[src/rtl/luc_pkg.sv]
package luc_pkg;

  // Table and slot geometry.
  localparam int NUMBERS = 128;
  localparam int SLOTS   = 64;

  // Field widths fixed by the interface.
  localparam int NUM_W    = 7;
  localparam int BYTE_W   = 8;
  localparam int COLOR_W  = 7;
  localparam int BUSY_W   = 64;
  localparam int CFG_W    = 7;
  localparam int CFG_IDX_W = 2;

  // Message type decoding.
  localparam logic [BYTE_W-1:0] TYPE_MASK = 8'hF0;
  localparam logic [BYTE_W-1:0] TYPE_NOTE = 8'h90;
  localparam logic [BYTE_W-1:0] TYPE_CC   = 8'hB0;

  // Derived widths.
  localparam int ENTRIES  = 2 * NUMBERS;
  localparam int IDX_W    = $clog2(ENTRIES);
  localparam int ENT_CW   = $clog2(ENTRIES + 1);
  localparam int SLOT_IW  = $clog2(SLOTS);
  localparam int SLOT_CW  = $clog2(SLOTS + 1);

  // Busy slots are counted a group at a time.
  localparam int CNT_GRP  = (SLOTS < 8) ? SLOTS : 8;
  localparam int CNT_NGRP = SLOTS / CNT_GRP;
  localparam int GRP_W    = (CNT_NGRP > 1) ? $clog2(CNT_NGRP) : 1;

  // Queue depths between and after the two halves.
  localparam int CMDQ_DEPTH = 2;
  localparam int RESQ_DEPTH = 2;

  // Register reset values.
  localparam logic [CFG_W-1:0] SAFE_SLOTS_RST      = 7'd48;
  localparam logic [CFG_W-1:0] NORMAL_BUDGET_RST   = 7'd8;
  localparam logic [CFG_W-1:0] OVERTAKE_BUDGET_RST = 7'd32;

  typedef enum logic [CFG_IDX_W-1:0] {
    CFG_SAFE_SLOTS      = 2'd0,
    CFG_NORMAL_BUDGET   = 2'd1,
    CFG_OVERTAKE_BUDGET = 2'd2
  } cfg_idx_e;

  typedef enum logic [2:0] {
    ST_IDLE,
    ST_COUNT,
    ST_BUDGET,
    ST_SCAN,
    ST_CAPT,
    ST_FIN
  } back_state_e;

  typedef struct packed {
    logic [BYTE_W-1:0]  cable;
    logic [BYTE_W-1:0]  status;
    logic [COLOR_W-1:0] color;
  } payload_t;

  typedef struct packed {
    logic               is_flush;
    logic [IDX_W-1:0]   idx;
    payload_t           payload;
    logic               overtake;
    logic [SLOTS-1:0]   busy;
  } cmd_t;

  typedef struct packed {
    logic [SLOT_IW-1:0] slot;
    logic [BYTE_W-1:0]  cable;
    logic [BYTE_W-1:0]  status;
    logic [NUM_W-1:0]   number;
    logic [COLOR_W-1:0] color;
    logic               last;
  } res_t;

endpackage

[src/rtl/luc_res_queue.sv]
module luc_res_queue (
  input  logic          clk_i,
  input  logic          rst_ni,
  input  logic          res_push_i,
  input  luc_pkg::res_t res_i,
  output logic          res_full_o,
  input  logic          pop,
  output logic          empty,
  output luc_pkg::res_t res_o
);

  localparam int QD     = luc_pkg::RESQ_DEPTH;
  localparam int QPTR_W = (QD > 1) ? $clog2(QD) : 1;
  localparam int QCNT_W = $clog2(QD + 1);

  luc_pkg::res_t     ent_q [QD];
  logic [QPTR_W-1:0] wr_q, wr_d;
  logic [QPTR_W-1:0] rd_q, rd_d;
  logic [QCNT_W-1:0] cnt_q, cnt_d;
  logic              enq;
  logic              deq;

  assign res_full_o = (cnt_q == QCNT_W'(QD));
  assign empty      = (cnt_q == '0);
  assign enq        = res_push_i && !res_full_o;
  assign deq        = pop && !empty;
  assign res_o      = ent_q[rd_q];

  always_comb begin
    wr_d  = wr_q;
    rd_d  = rd_q;
    cnt_d = cnt_q;
    if (enq) begin
      wr_d = (wr_q == QPTR_W'(QD - 1)) ? '0 : wr_q + 1'b1;
    end
    if (deq) begin
      rd_d = (rd_q == QPTR_W'(QD - 1)) ? '0 : rd_q + 1'b1;
    end
    if (enq && !deq) begin
      cnt_d = cnt_q + 1'b1;
    end else if (!enq && deq) begin
      cnt_d = cnt_q - 1'b1;
    end
  end

  always_ff @(posedge clk_i or negedge rst_ni) begin
    if (!rst_ni) begin
      wr_q  <= '0;
      rd_q  <= '0;
      cnt_q <= '0;
    end else begin
      wr_q  <= wr_d;
      rd_q  <= rd_d;
      cnt_q <= cnt_d;
    end
  end

  always_ff @(posedge clk_i) begin
    if (enq) begin
      ent_q[wr_q] <= res_i;
    end
  end

endmodule

[config.mk]
export PLATFORM = sky130hd
export DESIGN_NAME = luc_res_queue
export DESIGN_NICKNAME = d
export VERILOG_FILES = /design/src/rtl/luc_pkg.sv /design/src/rtl/luc_res_queue.sv
export SDC_FILE = /design/constraint.sdc
export NUM_CORES = 1
export LEC_CHECK = 0
export ABC_AREA = 0
export BUFFER_PORTS_ARGS = -buffer_cell sky130_fd_sc_hd__buf_2
export CORE_ASPECT_RATIO = 1.2
export CORE_MARGIN = 2
export CORE_UTILIZATION = 30
export CTS_BUF_LIST = sky130_fd_sc_hd__clkbuf_8
export DETAILED_ROUTE_END_ITERATION = 10
export GPL_TIMING_DRIVEN = 0
export SYNTH_ARGS = -nofsm -noshare
export SYNTH_HDL_FRONTEND = slang
export SYNTH_SLANG_ARGS = --single-unit
[constraint.sdc]
create_clock -name clk_i -period 2.4 [get_ports clk_i]
set_input_delay 0.48 -clock clk_i [delete_from_list [all_inputs] [get_ports clk_i]]
set_output_delay 0.48 -clock clk_i [all_outputs]
set_load 0.01 [all_outputs]
* After elaboration in Yosys (flattened, before gate mapping)
Memory sizes are Yosys's and may differ from the RTL's.
Index checks and enable logic that the tools add are counted.
** Storage, ports and cells
- Memories kept :: 1
- Word-level logic and storage cells :: 25
- RAM bits :: 74
- Flip-flop bits (word level) :: 4
- Input port bits :: 41
** Operators by class
- Reductions and logical operators :: 10
- Equal/unequal tests :: 1
- Mux-type cells :: 6
- $add $sub $neg :: 4
** Memories
- ent_q :: words 2, bits a word 37, rd ports 1, clocked after memory_dff 0, write ports 1, line luc_res_queue.sv:16 : luc_pkg::res_t ent_q [QD];
** Operators with widths (number)
- logical AND 1 bit :: 4
- zero test 1 bit :: 4
- two-way mux 1 bit :: 4
- two-way mux 2 bit :: 2
- adder 1 bit (second input constant) :: 2
- adder 2 x 1 -> 2 bit (second input constant) :: 1
- == test 2 bit (second input constant) :: 1
- zero test 2 bit :: 1
- nonzero test 2 bit :: 1
- subtractor 2 x 1 -> 2 bit (second input constant) :: 1

* Depth between registers and ports, before layout
- Depth after elaboration :: 7
- Depth in mapped cells :: 7

* Worst setup path after synthesis
Ideal clock, no wire load.
- Kind :: flip-flop to flip-flop
- Start point :: register cnt_q[0]
- End point :: memory ent_q[0][0] (netlist name) (enable)
- Period minus slack after synthesis :: 2.641 ns
- Setup time :: 0.431 ns
- Buffers on the path :: 0
- Required time :: 1.969 ns
- Data arrival time :: 2.210 ns
- Path slack :: -0.241 ns
- Stages on the path, launching flop included :: 4
- Cell sequence :: dfrtp_1 nand2b_1 nand2_1 nor2_1
** On the way
- Longest elaborated chain between the ends :: 5
** RTL lines
- from (decl) :: line luc_res_queue.sv:19 : logic [QCNT_W-1:0] cnt_q, cnt_d;
- from (signal assigned) :: line luc_res_queue.sv:54 : cnt_q <= cnt_d;
- == test 2 bit :: line luc_res_queue.sv:23 : assign res_full_o = (cnt_q == QCNT_W'(QD));
- zero test 1 bit :: line luc_res_queue.sv:25 : assign enq = res_push_i && !res_full_o;
- logical AND 1 bit :: line luc_res_queue.sv:25
- two-way mux 1 bit :: line luc_res_queue.sv:59 : if (enq) begin
- two-way mux 1 bit (not written as such) :: line luc_res_queue.sv:60 : ent_q[wr_q] <= res_i;
- to (decl) :: line luc_res_queue.sv:16
Every way passes these cells.

==> run metrics <==
largest net degree at the start of global routing=23; CP startpoint kind=flop; HPWL after detailed placement=3220 um; post-synthesis instance area=2950 um^2; IO Pins=80; total number of vias=1,477; CTS root buffer=clkbuf_8; Seq/Total Area, Yosys=78.7%; fraction of layout cells with a size suffix above 1=58.0%; Final Instance Area=3720 um^2; first-pass GRT wire length=7090 um; Worst-path clk slew=70 ps; cells along the critical path=buf_6 -> buf_6 -> mux2_4 -> buf_2; CP Max Fanout=10; Yosys cell types=15; CTS sink cnt=78; overall global routing resource usage=9.30%; Post-synth top cells=74 x edfxtp_1, 20 x mux2_4, 17 x mux2_2; die span in x=94.5 um; worst slew pin tran=565 ps; area share of the largest cell type after synthesis=75.4%; CP Data Required Time=1920 ps; MaxCap Viol Count=0; Core Rows=39; Mean Syn Cell Area=22.0 um^2; fin crit share=82.8%; Most common cell on crit path=buf_6; status=finished clean; Worst Hold Class=in -> reg; total grt overflow=0; fmax=0.503 GHz; antenna violations before repair=0; Antenna Nets Post-Route=0; Hold Slack=328 ps; post-DR vias/cell=4.17; Crit path largest cell delay=350 ps; Final setup viols=0; Diodes inserted=0; Post-CTS Resized=0; Clock Latency Late Sink=340 ps; critical path class=reg -> out; area of the core=9560 um^2; Synth warnings=0; H-tree depth=3; die area=10,600 um^2; Final nets=269; leak pwr=1.47 nW; CTS buffer count=9; Rel. slew slack=62.2%; CTS tree=built; net count after synthesis=176; PortBufs=79; Post-CTS Setup Inserts=0; RSZ-0062 raised after global routing=no; busiest grt layer=met2; GRT met3 Usage=3.69%; met2 Use GR=15.6%; drt first pass iters=3; DRC=0; CP arrival=1510 ps; Placed Area=3560 um^2; post-DR wirelength/cell=13.4 um; Post-synth top flop=edfxtp_1; Initial Util=30.8%; Post-synth EDFFs=74; synthesis-to-layout area growth=26.1%; max-slew violation count=0; die height=113 um; Synth area leader=edfxtp_1; number of synthesized register bits=78; top-count cell post-synth=edfxtp_1; crit path time final=1990 ps; GPL Wtd Cong=0.643; worst vdd ir=0.000612 V; CTS Buffer Depth=2; Fin. Hold Viols=0; Detailed Route Iter0 Violations=53; met1 Use GR=9.62%; total wire length=4750 um; Final Power=4.23 mW; vias in the first global route=1,498; clk_skew=4.06 ps; Post-synth ARST share=5.13%; Slowest cell on crit path=dfrtp_1; Mapped Cells=134; pwr dens=1140 nW/um^2; main area contributors after synthesis=edfxtp_1 75%, mux2_4 10%, mux2_2 6.5%; Crit. End Element=primary output
[kinds of logic (layout without fill, tap and decap cells)]
family	count (synthesis)	after routing	synth area share, %
flip-flops	78	78	78.7
multiplexers	37	37	16.7
AND/OR/NAND/NOR	6	6	0.934
buffers and inverters	6	103	1.57
XOR/XNOR	5	5	1.49
adder cells (fa/ha/maj)	1	1	0.424
AO/OA/AOI/OAI	1	1	0.170
[registers in the layout, indices dropped and copies added (netlist names)]
register,flops
wr_q,1
rd_q,1
ent_q,74
cnt_q,2
[repair_timing]
item,CTS,global route
setup endpoints to repair,0,0
hold endpoints to repair,4,0
hold buffers,1,0
[cells in the final DEF (no fill, tap or decap), drive strengths merged]
master / instances
mux2: 37
inv: 5
nand2b: 1
clkinv: 3
ha: 1
o21ai: 1
xor2: 2
nand2: 1
and3: 1
dlygate4sd3: 1
buf: 85
clkbuf: 9
nor2: 3
dfrtp: 4
edfxtp: 74
xnor2: 3
[per-stage QoR]
step / utilization [%] / instances / setup TNS, ps / setup slack (ps)
global route: 38.9 / 354 / 0 / 306
finish: 38.9 / 354 / 0 / 412
CTS: 38.9 / 354 / 0 / 355
detailed placement: 37.2 / 338 / 0 / 600
global placement: 36.6 / 336 / -12110 / -257
floorplan: - / 134 / 0 / 369
[layer usage]
metal,vias up,routed length (um)
met2,50,2350
met5,-,0
met1,714,1990
li1,703,-
met4,0,111
met3,10,300
[layout make-up]
| type | count | area [um^2] |
|---|---|---|
| Timing Repair Buffer | 82 | 460 |
| Buffer | 4 | 38.8 |
| Fill cell | 914 | 5840 |
| Clock buffer | 9 | 124 |
| Clock inverter | 6 | 23.8 |
| Multi-Input combinational cell | 50 | 589 |
| Sequential cell | 78 | 2320 |
| Tap cell | 123 | 154 |
| Inverter | 2 | 7.51 |
[critical path: cells and delay by family, from the launching register on]
family | cells | cell delay [ps]
buffers and inverters | 3 | 500
flip-flops | 1 | 350
multiplexers | 1 | 310
[final timing paths]
kind,start,to,slack [ps],cells after the start
setup / recovery,rd_q,res_o[2],410,4
hold / removal,res_i[10],ent_q[1][10],330,1
setup reg to reg,cnt_q[0],ent_q[0][4],660,4
hold reg to reg,cnt_q[1],cnt_q[1],520,1
max in group asynchronous,rst_ni,rd_q,1800,2
min in group asynchronous,rst_ni,cnt_q[1],480,2
[power by group]
part | internal, mW | switching (mW) | total, mW
Sequential | 1.86 | 0.0929 | 1.96
Combinational | 0.780 | 0.735 | 1.52
Clock | 0.349 | 0.411 | 0.760
Note: power is estimated with default switching activity, not from simulation.
