**config.mk**
```make
export PLATFORM = sky130hd
export DESIGN_NAME = luc_front
export DESIGN_NICKNAME = d
export VERILOG_FILES = /design/src/rtl/luc_pkg.sv /design/src/rtl/luc_front.sv
export SDC_FILE = /design/constraint.sdc
export NUM_CORES = 1
export LEC_CHECK = 0
export ABC_AREA = 1
export BUFFER_PORTS_ARGS = -buffer_cell sky130_fd_sc_hd__buf_2
export CAP_MARGIN = 40
export CORE_AREA = 5 5 142 144
export DETAILED_ROUTE_END_ITERATION = 6
export DIE_AREA = 0 0 147 149
export SYNTH_ARGS = -nofsm -noshare
export SYNTH_HDL_FRONTEND = slang
export SYNTH_SLANG_ARGS = --single-unit
```
**constraint.sdc**
```tcl
create_clock -name clk_i -period 6.4 [get_ports clk_i]
set_clock_uncertainty 0.2 [all_clocks]
set_input_delay 0.32 -clock clk_i [delete_from_list [all_inputs] [get_ports clk_i]]
set_output_delay 0.32 -clock clk_i [all_outputs]
set_load 0.01 [all_outputs]
```
**src/rtl/luc_pkg.sv**
```systemverilog
package luc_pkg;

  // Table and slot geometry.
  localparam int NUMBERS = 128;
  localparam int SLOTS   = 64;

  // Field widths fixed by the interface.
  localparam int NUM_W    = 7;
  localparam int BYTE_W   = 8;
  localparam int COLOR_W  = 7;
  localparam int BUSY_W   = 64;
  localparam int CFG_W    = 7;
  localparam int CFG_IDX_W = 2;

  // Message type decoding.
  localparam logic [BYTE_W-1:0] TYPE_MASK = 8'hF0;
  localparam logic [BYTE_W-1:0] TYPE_NOTE = 8'h90;
  localparam logic [BYTE_W-1:0] TYPE_CC   = 8'hB0;

  // Derived widths.
  localparam int ENTRIES  = 2 * NUMBERS;
  localparam int IDX_W    = $clog2(ENTRIES);
  localparam int ENT_CW   = $clog2(ENTRIES + 1);
  localparam int SLOT_IW  = $clog2(SLOTS);
  localparam int SLOT_CW  = $clog2(SLOTS + 1);

  // Busy slots are counted a group at a time.
  localparam int CNT_GRP  = (SLOTS < 8) ? SLOTS : 8;
  localparam int CNT_NGRP = SLOTS / CNT_GRP;
  localparam int GRP_W    = (CNT_NGRP > 1) ? $clog2(CNT_NGRP) : 1;

  // Queue depths between and after the two halves.
  localparam int CMDQ_DEPTH = 2;
  localparam int RESQ_DEPTH = 2;

  // Register reset values.
  localparam logic [CFG_W-1:0] SAFE_SLOTS_RST      = 7'd48;
  localparam logic [CFG_W-1:0] NORMAL_BUDGET_RST   = 7'd8;
  localparam logic [CFG_W-1:0] OVERTAKE_BUDGET_RST = 7'd32;

  typedef enum logic [CFG_IDX_W-1:0] {
    CFG_SAFE_SLOTS      = 2'd0,
    CFG_NORMAL_BUDGET   = 2'd1,
    CFG_OVERTAKE_BUDGET = 2'd2
  } cfg_idx_e;

  typedef enum logic [2:0] {
    ST_IDLE,
    ST_COUNT,
    ST_BUDGET,
    ST_SCAN,
    ST_CAPT,
    ST_FIN
  } back_state_e;

  typedef struct packed {
    logic [BYTE_W-1:0]  cable;
    logic [BYTE_W-1:0]  status;
    logic [COLOR_W-1:0] color;
  } payload_t;

  typedef struct packed {
    logic               is_flush;
    logic [IDX_W-1:0]   idx;
    payload_t           payload;
    logic               overtake;
    logic [SLOTS-1:0]   busy;
  } cmd_t;

  typedef struct packed {
    logic [SLOT_IW-1:0] slot;
    logic [BYTE_W-1:0]  cable;
    logic [BYTE_W-1:0]  status;
    logic [NUM_W-1:0]   number;
    logic [COLOR_W-1:0] color;
    logic               last;
  } res_t;

endpackage

```
**src/rtl/luc_front.sv**
```systemverilog
module luc_front (
  input  logic                        clk_i,
  input  logic                        rst_ni,
  input  logic                        push,
  output logic                        full,
  input  logic                        action_i,
  input  logic [luc_pkg::BYTE_W-1:0]  cable_code_i,
  input  logic [luc_pkg::BYTE_W-1:0]  status_byte_i,
  input  logic [luc_pkg::NUM_W-1:0]   number_i,
  input  logic [luc_pkg::COLOR_W-1:0] color_i,
  input  logic                        overtake_i,
  input  logic [luc_pkg::BUSY_W-1:0]  slot_busy_i,
  input  logic                        cmd_pop_i,
  output logic                        cmd_vld_o,
  output luc_pkg::cmd_t               cmd_o
);

  localparam int QD     = luc_pkg::CMDQ_DEPTH;
  localparam int QPTR_W = (QD > 1) ? $clog2(QD) : 1;
  localparam int QCNT_W = $clog2(QD + 1);

  logic [luc_pkg::BYTE_W-1:0] msg_type;
  logic                       is_note;
  logic                       is_cc;
  logic                       num_ok;
  logic                       keep;
  logic                       enq;
  logic                       deq;
  luc_pkg::cmd_t              cmd_new;

  luc_pkg::cmd_t              ent_q [QD];
  logic [QPTR_W-1:0]          wr_q, wr_d;
  logic [QPTR_W-1:0]          rd_q, rd_d;
  logic [QCNT_W-1:0]          cnt_q, cnt_d;

  // Classify the request: queue requests of other types or out-of-range numbers
  // are accepted but never reach the back end.
  always_comb begin
    msg_type = status_byte_i & luc_pkg::TYPE_MASK;
    is_note  = (msg_type == luc_pkg::TYPE_NOTE);
    is_cc    = (msg_type == luc_pkg::TYPE_CC);
    num_ok   = ({1'b0, number_i} < 8'(luc_pkg::NUMBERS));
    keep     = action_i || (num_ok && (is_note || is_cc));

    cmd_new.is_flush = action_i;
    cmd_new.idx      = luc_pkg::IDX_W'(number_i) +
                       (is_cc ? luc_pkg::IDX_W'(luc_pkg::NUMBERS) : '0);
    cmd_new.payload.cable  = cable_code_i;
    cmd_new.payload.status = status_byte_i;
    cmd_new.payload.color  = color_i;
    cmd_new.overtake = overtake_i;
    cmd_new.busy     = slot_busy_i[luc_pkg::SLOTS-1:0];
  end

  assign full      = (cnt_q == QCNT_W'(QD));
  assign enq       = push && !full && keep;
  assign cmd_vld_o = (cnt_q != '0);
  assign deq       = cmd_pop_i && cmd_vld_o;
  assign cmd_o     = ent_q[rd_q];

  always_comb begin
    wr_d  = wr_q;
    rd_d  = rd_q;
    cnt_d = cnt_q;
    if (enq) begin
      wr_d = (wr_q == QPTR_W'(QD - 1)) ? '0 : wr_q + 1'b1;
    end
    if (deq) begin
      rd_d = (rd_q == QPTR_W'(QD - 1)) ? '0 : rd_q + 1'b1;
    end
    if (enq && !deq) begin
      cnt_d = cnt_q + 1'b1;
    end else if (!enq && deq) begin
      cnt_d = cnt_q - 1'b1;
    end
  end

  always_ff @(posedge clk_i or negedge rst_ni) begin
    if (!rst_ni) begin
      wr_q  <= '0;
      rd_q  <= '0;
      cnt_q <= '0;
    end else begin
      wr_q  <= wr_d;
      rd_q  <= rd_d;
      cnt_q <= cnt_d;
    end
  end

  always_ff @(posedge clk_i) begin
    if (enq) begin
      ent_q[wr_q] <= cmd_new;
    end
  end

endmodule

```
# Word level (Yosys, flattened, before mapping)
# Memory sizes are Yosys's and may differ from the RTL's.
# Index checks and enable logic that the tools add are counted.
# classes
add_sub_neg	5
n_eq_ne	3
muxes	7
n_reduce_logical	12
# op_table
operator	n
adder 7 x 8 -> 8 bit	1
== test 4 bit, second input constant	2
2-to-1 mux 8 bit	1
logical AND 1 bit	5
2-to-1 mux 1 bit	4
2-to-1 mux 2 bit	2
nonzero test 2 bit	2
logical NOT 1 bit	3
adder 1 bit, second input constant	2
adder 2 x 1 -> 2 bit, second input constant	1
== test 2 bit, second input constant	1
logical OR 1 bit	2
subtractor 2 x 1 -> 2 bit, second input constant	1
# totals
register_bits	4
ramBits	194
output_inout_bits	99
mem_count	1
# memory_table
memory	words	width	rd	rd_ports_with_merged_regs	write_ports	line	rtl
ent_q	2	97	1	0	1	luc_front.sv:31	luc_pkg::cmd_t ent_q [QD];

# Depth between registers and ports, before layout
# Gate-level depths: netlist (run 1).
# logic_depth
ltp_word	8
mapped_depth	11
depth_no_buf	11

# Worst setup path after synthesis (run 1)
# Ideal clock, no wire load.
# synth_path
path_type	reg-to-reg
startpoint	register cnt_q[0]
endpoint	memory ent_q[1][0] (netlist name), enable pin
setup_time_ps	553
t_arrival_ps	4739
required_time_ps	5647
setup_slack_ps	907
path_stages_with_launch	5
n_path_buf	0
synth_period_minus_slack_ps	5493
cell_sequence	dfrtp_1 -> inv_1 -> a21boi_1 -> nand2_1 -> nor2_1
# synth_via
elab_chain_len	6
# synth_rtl
element	line	rtl
start, declared	luc_front.sv:34	logic [QCNT_W-1:0] cnt_q, cnt_d;
start signal, assigned	luc_front.sv:86	cnt_q <= cnt_d;
== test 2 bit	luc_front.sv:55	assign full = (cnt_q == QCNT_W'(QD));
logical NOT 1 bit	luc_front.sv:56	assign enq = push && !full && keep;
logical AND 1 bit (2 in a row)	luc_front.sv:56	
2-to-1 mux 1 bit	luc_front.sv:91	if (enq) begin
2-to-1 mux 1 bit (not written as such)	luc_front.sv:92	ent_q[wr_q] <= cmd_new;
end, declared	luc_front.sv:31	
# No other way between the ends.

# Worst setup path in the final report (run 1)
# layout_path
startpoint	input port status_byte_i[6] (netlist name)
endpoint	memory ent_q[1][75] (netlist name), enable pin
# layout_via
elab_chain_len	6
elab_cells_between_ends	7
classes_between	eq/ne: 2; mux: 2; reduce/logical: 3
# layout_rtl
element	line	rtl
start, declared	luc_front.sv:8	input logic [luc_pkg::BYTE_W-1:0] status_byte_i,
== test 4 bit, on equally long branches	luc_front.sv:40, luc_front.sv:41	
logical OR 1 bit * (2 in a row)	luc_front.sv:43	keep = action_i || (num_ok && (is_note || is_cc));
logical AND 1 bit *	luc_front.sv:56	
2-to-1 mux 1 bit *	luc_front.sv:91	
2-to-1 mux 1 bit (not written as such) *	luc_front.sv:92	
# Mark *: on every way between the ends. The rest lies on a longest branch, timed or not.

==> results.py, run 1 <==
metrics = {
    "worst_setup_path": {
        "cp-end-kind": "register",
        "cpPeakStageDelay_ns": 0.69,
        "start_kind": "input pin",
        "crit_arrival_ns": 2.70,
        "path_cells": "dlygate4sd3_1 -> buf_2 -> inv_1 -> nand3_1 -> nand2_1 -> nand2_1 -> nor2_4 -> buf_4 -> buf_4",
        "cp_slowest_cell": "buf_4",
        "crit_type": "in -> reg",
        "cp_max_fo": 53,
        "cp_data_required_time_ns": 6.24,
    },
    "sta": {
        "fmax_mhz": 349.3,
        "fin_crit_sh_pct": 44.73,
        "setup_viol": 0,
        "finalCriticalPeriod_ns": 2.863,
        "slew_headroom_pct": 45.19,
        "rsz0062_at_grt": "no",
        "tightest_slew_ns": 0.8222,
        "report.final.slew_viol_count": 0,
        "finalHoldViolations": 0,
        "fin_setup_tns_ns": 0,
    },
    "cells_and_area": {
        "fin_area_mm2": 0.01012,
        "synthToLayoutAreaGrowth_pct": 38.44,
        "final_common_cell": "nand2_1",
        "drive_gt1_share_pct": 27.55,
        "most-common-layout-cells": "nand2_1, buf_2, edfxtp_1",
        "nNetsFinal": 942,
    },
    "logic_synthesis": {
        "synth_area_mm2": 0.007307,
        "synth-seq-area-share_pct": 81.10,
        "synth-seq-cells": 198,
        "yosys_warnings": 0,
        "syn_inst": 542,
        "syn-num-nets": 643,
        "synth_cell_types": 15,
        "avgSynthCellArea_um2": 13.48,
    },
    "floorplanning": {
        "die_w_um": 147,
        "core_mm2": 0.01858,
        "dieArea_mm2": 0.02190,
        "initial_core_util_pct": 39.33,
        "rows": 50,
        "io_pins": 199,
        "chipHeight_um": 149,
    },
    "power_and_ir_drop": {
        "p_leak_uw": 0.004333,
        "ir_drop_mv": 0.2032,
        "power.density_mw_per_mm2": 396.1,
    },
    "placed_design": {
        "port_buffers": 198,
        "hpwl_um": 10300,
        "routabilityCongestion": 0.7661,
        "dpl_cell_area_mm2": 0.008524,
    },
    "global_routing": {
        "grtUsageTotal_pct": 15.12,
        "grt_start_max_net_pins": 65,
        "globalRouteOverflowTotal": 0,
        "antenna_found_initial": 1,
        "grt_pass1_vias": 5272,
        "grt_pass1_wl_um": 26180,
    },
    "clock_tree": {
        "post_cts_buffers": 0,
        "cts_max_level": 4,
        "cts_buffers": 17,
        "cts_sinks": 198,
        "cts-root-buf": "clkbuf_16",
        "path_clk_slew_ns": 0.06,
        "clock_latency_ns": 0.41,
        "cts_tree": "done",
        "clock_path_buffers": 2,
    },
    "detailed_routing": {
        "drt_first_iter_violations": 231,
        "drt-total-wl_um": 16380,
        "vias_per_cell": 4.539,
        "dr_total_vias": 4938,
        "routedWlPerCell_um": 15.06,
        "drt.antenna.violating_nets": 0,
        "dr.pass1.iters": 4,
        "drc": 0,
    },
    "outcome": {
        "status": "finished, final reports clean",
    },
    "flow_run": {
        "drv_cap": 0,
    },
    "worst_hold_path": {
        "holdCritPathClass": "in -> async",
    },
}
[cells in the mapped netlist, drive strengths merged]
| cell | count | area share (%) |
|---|---|---|
| xnor2 | 1 | 0.12 |
| dfrtp | 4 | 1.4 |
| edfxtp | 194 | 80 |
| inv | 11 | 0.60 |
| nand2 | 301 | 15 |
| buf | 21 | 1.9 |
| ha | 1 | 0.17 |
| nand4 | 1 | 0.086 |
| nor2 | 3 | 0.15 |
| a21boi | 1 | 0.10 |
| nand3 | 3 | 0.21 |
| xor2 | 1 | 0.12 |
[sequential cells by signal, indices dropped and copies added, names as in the netlist]
| register | cells |
|---|---|
| ent_q | 194 |
| cnt_q | 2 |
| rd_q | 1 |
| wr_q | 1 |
[routing by layer]
layer / global-route usage, % / wire length, um / up-vias / part of all wire, %
met1: 16.53 / 6493 / 2350 / 40
met4: 4.986 / 224 / 0 / 1.4
met5: 0 / 0 / - / 0
met3: 4.345 / 1072 / 19 / 6.5
li1: - / - / 2412 / -
met2: 28.23 / 8591 / 157 / 52
[stage by stage]
| step | cells | worst slack (ns) | hold WS (ns) | util, % | power [uW] |
|---|---|---|---|---|---|
| floorplan | 542 | 0.9074 | -0.1756 | - | 2438 |
| global placement | 957 | 3.625 | -0.07060 | 45.73 | 2880 |
| detailed placement | 958 | 3.588 | -0.06669 | 45.88 | 2918 |
| CTS | 1087 | 3.484 | 0.02150 | 54.43 | 4073 |
| global route | 1088 | 3.324 | 0.03111 | 54.44 | 4253 |
| finish | 1088 | 3.537 | 0.03799 | 54.44 | 4007 |
[path summary, 6_finish.rpt]
| kind | startpoint | endpoint | slack [ns] | cells after the start |
|---|---|---|---|---|
| setup / recovery | status_byte_i[6] | ent_q[1][75] | 3.54 | 9 |
| hold / removal | rst_ni | cnt_q[1] | 0.04 | 2 |
| setup reg to reg | cnt_q[0] | ent_q[1][75] | 3.65 | 6 |
| hold reg to reg | wr_q | wr_q | 0.28 | 2 |
| max in group asynchronous | rst_ni | rd_q | 5.82 | 2 |
| min in group clk_i | push | wr_q | 0.21 | 4 |
[kinds of logic (layout without fill, tap and decap cells)]
kind of cell               count (synthesis)  count (layout)  share of synthesized area [%]
AOI/OAI and AO/OA                          1               1                         0.1028
xor gates and xnor gates                   2               2                         0.2398
adders and majority gates                  1               1                         0.1712
buffers and inverters                     32             343                          2.483
DFF                                      198             198                          81.10
other                                      0               1                              0
and+or+nand+nor                          308             308                          15.91
[what timing repair did]
action                                 CTS  global route
resized for setup                        0             0
endpoints found under the hold margin  197             0
hold buffers                            98             0
[worst max-delay path: cells and delay by family]
kind / cells / cell delay [ns]
buffers and inverters: 5 / 1.90
and+or+nand+nor: 4 / 0.47
[final cells by class]
| class | count | area (um2) |
|---|---|---|
| fill | 1532 | 8464 |
| sequential | 198 | 5929 |
| timing repair buffer | 301 | 2029 |
| multi-input combinational | 312 | 1207 |
| clock buffer | 19 | 432.9 |
| tap | 234 | 292.8 |
| clock inverter | 12 | 175.2 |
| inverter | 11 | 46.29 |
| antenna | 1 | 2.502 |
[where the power goes]
group / internal [uW] / total (uW) / switching [uW]
sequential: 1630 / 1720 / 86.6
clock: 654 / 1100 / 445
combinational: 422 / 1190 / 765
total: 2710 / 4010 / 1300
Power figures use the tool's default switching activity.
==> run 2, diff against run 1 <==
- clock period: 6.4 -> 2.3 ns (I/O delays scaled with it)
==> run 2 against run 1 <==
- register-to-register slack worse by 3.2 ns
- non-clock buffer count up 5
- sequential power grew to 2.8 times the previous value
- global-route usage is 0.32 points higher
- cell count rose by 0.37%
- combinational power grew to 2.9 times the previous value
- via count increased by 0.34%
- design area grew 0.49%
- worst setup slack lost 3.4 ns
- die area is the same
- wire length increased by 2.8%
- largest power group unchanged
- highest routed layer unchanged
==> results.py, run 2 (same netlist as run 1, synthesis figures left out) <==
metrics = {
    "outcome": {
        "status": "finished, final reports clean",
    },
    "cells_and_area": {
        "regMostFlops": "ent_q",
        "drive_gt1_share_pct": 28.21,
        "antennaDiodeCount": 0,
        "synthToLayoutAreaGrowth_pct": 39.13,
        "multi_input_area_mm2": 0.001214,
        "num-fill-cells": 1561,
        "nNetsFinal": 947,
        "largest_reg_flops": 194,
        "final_common_cell": "nand2_1",
        "seq_area_mm2": 0.005929,
        "reg_top3": "ent_q (194), cnt_q (2)",
        "most-common-layout-cells": "nand2_1, buf_2, edfxtp_1",
    },
    "worst_setup_path": {
        "crit_arrival_ns": 1.80,
        "r2r_start": "cnt_q[0]",
        "cp_max_fo": 47,
        "cp-end-kind": "output port",
        "crit_type": "reg -> out",
        "rr_worst_depth": 5,
        "r2r_slack_ns": 0.50,
        "r2r_end": "ent_q[0][79]",
        "start_kind": "register",
        "cp_data_required_time_ns": 1.99,
    },
    "power_and_ir_drop": {
        "ir_drop_mv": 0.4962,
        "p_seq_share_pct": 43.0,
        "combPwrFrac_pct": 31.5,
        "power.density_mw_per_mm2": 1082,
        "clkPwrFrac_pct": 25.5,
        "internal_power_uw": 7292,
        "sw_frac_of_total_pct": 33.72,
        "power_uw": 11000,
        "switchingPower_uw": 3709,
        "p_leak_uw": 0.004323,
    },
    "sta": {
        "tightest_slew_ns": 0.3700,
        "fmax_mhz": 472.8,
        "setup_viol": 0,
        "slew_headroom_pct": 75.33,
        "finalCriticalPeriod_ns": 2.115,
        "report.final.slew_viol_count": 0,
        "hold_slack_ns": 0.2128,
        "rsz0062_at_grt": "no",
        "fin_crit_sh_pct": 91.96,
        "finalHoldViolations": 0,
    },
    "flow_run": {
        "drv_cap": 0,
    },
    "clock_tree": {
        "cts_max_level": 4,
        "cts-root-buf": "clkbuf_16",
        "clock_path_buffers": 2,
        "post_cts_buffers": 0,
        "cts_tree": "done",
        "cts_buffers": 17,
        "clock_latency_ns": 0.42,
        "cts_sinks": 198,
        "path_clk_slew_ns": 0.07,
    },
    "worst_hold_path": {
        "hp-start": "status_byte_i[2]",
        "hold_end": "ent_q[1][74]",
        "hold_depth": 2,
        "holdCritPathClass": "in -> reg",
    },
    "placed_design": {
        "hpwl_um": 10500,
        "port_buffers": 198,
        "routabilityCongestion": 0.7146,
    },
    "detailed_routing": {
        "dr_total_vias": 4955,
        "vias_per_cell": 4.538,
        "drc": 0,
        "routedWlPerCell_um": 15.42,
        "drt_first_iter_violations": 220,
        "dr.pass1.iters": 4,
        "drt.antenna.violating_nets": 0,
        "drt-total-wl_um": 16840,
    },
    "floorplanning": {
        "dieArea_mm2": 0.02190,
        "die_w_um": 147,
        "chipHeight_um": 149,
        "initial_core_util_pct": 39.33,
        "io_pins": 199,
        "rows": 50,
        "core_mm2": 0.01858,
    },
    "global_routing": {
        "globalRouteOverflowTotal": 0,
        "grt_pass1_vias": 5314,
        "grt_start_max_net_pins": 80,
        "antenna_found_initial": 0,
        "grt_pass1_wl_um": 26540,
        "grtUsageTotal_pct": 15.45,
    },
}
run 2: cell count changes in the layout (fill, tap and decap cells not counted), moves of 2 or more:
cell / delta
inv_6: +2
buf_12: +6
buf_4: -3
clkinv_2: -2
dlygate4sd3_1: +2
clkinvlp_4: +5
bufinv_16: -3
run 2: worst max-delay path, stage by stage (launching register included):
cell     delay [ns]
dfrtp_4        0.60
inv_4          0.11
buf_6          0.32
nand2_1        0.09
nand2_1        0.10
buf_2          0.14
run 2: through the flow:
stage | setup WS, ns | utilization [%] | cells | instance area (um2) | TNS [ns]
after floorplan | -0.4606 | - | 542 | 7325 | -83.72
after global placement | 0.5389 | 46.34 | 961 | 8610 | 0
after detailed placement | 0.4970 | 46.34 | 961 | 8610 | 0
after CTS | 0.03332 | 54.69 | 1092 | 10160 | 0
after global routing | 0.04817 | 54.71 | 1092 | 10170 | 0
final | 0.1849 | 54.71 | 1092 | 10170 | 0
run 2: power groups by stage:
stage	clock network, uW	registers [uW]	logic (uW)
2_1_floorplan	0	4730	2030
3_3_place_gp	0	4780	3350
3_5_place_dp	0	4810	3400
4_1_cts	2900	4730	3540
5_1_grt	3060	4770	3880
6_report	2810	4730	3470
run 2: layout make-up:
type	count	area share (%)
Clock inverter	13	1.206
Tap cell	234	2.880
Inverter	11	0.4677
Clock buffer	18	4.222
Sequential cell	198	58.33
Multi-Input combinational cell	312	11.94
Timing Repair Buffer	306	20.96
run 2: worst max-delay path by stage:
stage / slack, ns / depth (start not counted) / to / from
2_1_floorplan: -0.46 / 4 / ent_q[1][0] / cnt_q[0]
3_3_place_gp: 0.54 / 5 / cmd_o[34] / rd_q
3_5_place_dp: 0.50 / 5 / ent_q[0][83] / cnt_q[0]
4_1_cts: 0.03 / 5 / cmd_o[34] / rd_q
5_1_grt: 0.05 / 5 / cmd_o[44] / rd_q
6_report: 0.18 / 5 / cmd_o[47] / rd_q
run 2: metal layers:
| layer | GRT usage, % | wire length [um] | vias to the layer above |
|---|---|---|---|
| li1 | - | - | 2427 |
| met1 | 17.30 | 6825 | 2361 |
| met2 | 28.60 | 8826 | 146 |
| met3 | 3.950 | 918 | 21 |
| met4 | 5.359 | 267 | 0 |
| met5 | 0 | 0 | - |
run 2: repair_timing:
| item | CTS | global route |
|---|---|---|
| endpoints found under the setup margin | 0 | 44 |
| resized for setup | 0 | 1 |
| hold buffers | 100 | 0 |
| endpoints found under the hold margin | 201 | 0 |
==> run 3, diff against run 2 <==
- ABC_AREA: 1 -> unset
==> run 3 against run 2 <==
- wire length fell by 13%
- critical endpoint is now cmd_o[69]
- cell count fell by 19%
- worst hold slack got worse by 0.0029 ns
- largest power group unchanged
- combinational power fell by 9.5%
==> results.py, run 3 <==
metrics = {
    "outcome": {
        "status": "finished, final reports clean",
    },
    "power_and_ir_drop": {
        "power.density_mw_per_mm2": 1061,
        "switchingPower_uw": 3029,
        "ir_drop_mv": 0.4807,
        "internal_power_uw": 7884,
        "p_seq_share_pct": 43.8,
        "sw_frac_of_total_pct": 27.75,
        "combPwrFrac_pct": 28.8,
        "clkPwrFrac_pct": 27.4,
        "p_leak_uw": 0.003916,
    },
    "detailed_routing": {
        "dr_total_vias": 4014,
        "drt_first_iter_violations": 170,
        "dr.pass1.iters": 5,
        "vias_per_cell": 4.525,
        "drt.antenna.violating_nets": 0,
        "drc": 0,
        "routedWlPerCell_um": 16.52,
        "drt-total-wl_um": 14650,
    },
    "sta": {
        "setup_viol": 0,
        "report.final.slew_viol_count": 0,
        "finalCriticalPeriod_ns": 2.208,
        "finalHoldViolations": 0,
        "tightest_slew_ns": 0.3943,
        "slew_headroom_pct": 73.72,
        "fmax_mhz": 452.9,
        "fin_setup_tns_ns": 0,
        "fin_crit_sh_pct": 96.00,
        "rsz0062_at_grt": "no",
        "setup_slack_ns": 0.09208,
    },
    "global_routing": {
        "grtUsageTotal_pct": 13.51,
        "antenna_found_initial": 0,
        "globalRouteOverflowTotal": 0,
        "grt_start_max_net_pins": 53,
        "grt_pass1_vias": 4386,
        "grt_pass1_wl_um": 22750,
    },
    "logic_synthesis": {
        "async_reset_ff_share_pct": 2.020,
        "synth-main-ff-cell": "edfxtp_1",
        "synth_area_mm2": 0.007296,
        "synthTopCellsByArea": "edfxtp_1, mux2_2, mux2_4",
        "avgSynthCellArea_um2": 22.52,
        "synth_cell_types": 16,
        "yosys_warnings": 0,
        "synth_top_area_share_pct": 79.85,
        "syn-num-nets": 425,
        "synth-seq-area-share_pct": 81.22,
        "synth-edff-count": 194,
        "syn_inst": 324,
        "synth-seq-cells": 198,
        "yosysTopAreaCell": "edfxtp_1",
        "synth.most_common_cell": "edfxtp_1",
        "synthTopCellsByCount": "edfxtp_1, mux2_2, mux2_4, buf_2",
    },
    "cells_and_area": {
        "most-common-layout-cells": "buf_2, edfxtp_1, dlygate4sd3_1",
        "final_common_cell": "buf_2",
        "final_core_util_pct": 55.38,
        "num-fill-cells": 1458,
        "drive_gt1_share_pct": 52.68,
        "regMostFlops": "ent_q",
        "fin_cells": 887,
        "nNetsFinal": 741,
        "reg_top3": "ent_q (194), cnt_q (2)",
        "antennaDiodeCount": 0,
        "synthToLayoutAreaGrowth_pct": 41.04,
        "largest_reg_flops": 194,
    },
    "floorplanning": {
        "die_w_um": 147,
        "initial_core_util_pct": 39.27,
        "io_pins": 199,
        "chipHeight_um": 149,
        "rows": 50,
        "dieArea_mm2": 0.02190,
        "core_mm2": 0.01858,
    },
    "worst_setup_path": {
        "crit_arrival_ns": 1.89,
        "path_buf_inv": 2,
        "crit_family": "flip-flops",
        "crit_type": "reg -> out",
        "cp_slowest_cell": "dfrtp_4",
        "cp_data_required_time_ns": 1.99,
        "cp_max_fo": 25,
        "cpPeakStageDelay_ns": 0.68,
        "cp-end-kind": "output port",
        "start_kind": "register",
        "path_cells": "buf_12 -> mux2_2 -> buf_2",
    },
    "clock_tree": {
        "clock_path_buffers": 2,
        "path_clk_slew_ns": 0.07,
        "cts_buffers": 17,
        "clock_latency_ns": 0.42,
        "cts_max_level": 4,
        "cts_tree": "done",
        "cts_sinks": 198,
        "post_cts_buffers": 0,
        "cts-root-buf": "clkbuf_16",
    },
    "placed_design": {
        "port_buffers": 198,
        "dp_slack_ns": 0.4995,
        "post-place-cells": 755,
        "hpwl_um": 9625,
        "routabilityCongestion": 0.7077,
    },
    "flow_run": {
        "drv_cap": 0,
    },
    "worst_hold_path": {
        "holdCritPathClass": "in -> reg",
    },
}
## run 3: worst register-to-register path: cells and delay by family, from the launching register on
kind                       cells  cell delay (ns)
DFF                            1             0.47
AOI/OAI and AO/OA              1             0.32
xor gates and xnor gates       2             0.27
adders and majority gates      1             0.22
and+or+nand+nor                1             0.13
buffers and inverters          1             0.09
## run 3: worst paths after layout
kind,startpoint,endpoint,slack (ns),cells after the start
hold / removal,slot_busy_i[62],ent_q[0][62],0.21,2
hold reg to reg,wr_q,wr_q,0.36,1
min in group asynchronous,rst_ni,cnt_q[1],0.39,3
setup reg to reg,cnt_q[0],cnt_q[1],0.54,6
setup / recovery,rd_q,cmd_o[69],0.09,3
max in group asynchronous,rst_ni,rd_q,1.32,3
## run 3: area by class of cell
type	count	area, um2	share of cell area (%)
repair buffers	308	2142	20.82
well taps	234	292.8	2.845
multi-input cells	112	1305	12.68
flip-flops and latches	198	5931	57.64
clock buffers	20	466.7	4.535
clock inverters	12	141.4	1.374
inverters	3	11.26	0.1094
## run 3: cells by family after synthesis
| logic type | after synthesis | share of synthesized area (%) |
|---|---|---|
| xor+xnor | 5 | 0.6002 |
| buf+inv | 14 | 1.252 |
| mux | 97 | 16.00 |
| simple gates | 8 | 0.5488 |
| compound gates | 1 | 0.2057 |
| flops | 198 | 81.22 |
| fa+ha+maj | 1 | 0.1715 |
## run 3: routing by layer
layer	wire length (um)	vias up	GRT usage, %
met1	5736	1944	15.26
li1	-	1913	-
met3	914	23	4.102
met4	325	0	6.151
met2	7673	134	23.65
met5	0	-	0
## run 3: power groups by stage
stage	clock (uW)	sequential [uW]	combinational [uW]
global route	3240	4830	3390
finish	2990	4780	3140
detailed placement	0	4870	3080
CTS	3090	4790	3220
global placement	0	4840	3060
floorplan	0	4740	2010
## run 3: what timing repair did
item / CTS / global route
hold endpoints to repair: 201 / 0
resized for setup: 0 / 0
hold buffers: 100 / 0
## run 3: metrics by stage
stage / power [uW] / instance area (um2) / hold slack [ns]
after floorplan: 6752 / 7323 / -0.3806
after global placement: 7899 / 8681 / -0.2697
after detailed placement: 7948 / 8681 / -0.2684
after CTS: 11100 / 10290 / 0.1759
after global routing: 11450 / 10290 / 0.1898
final: 10910 / 10290 / 0.2098
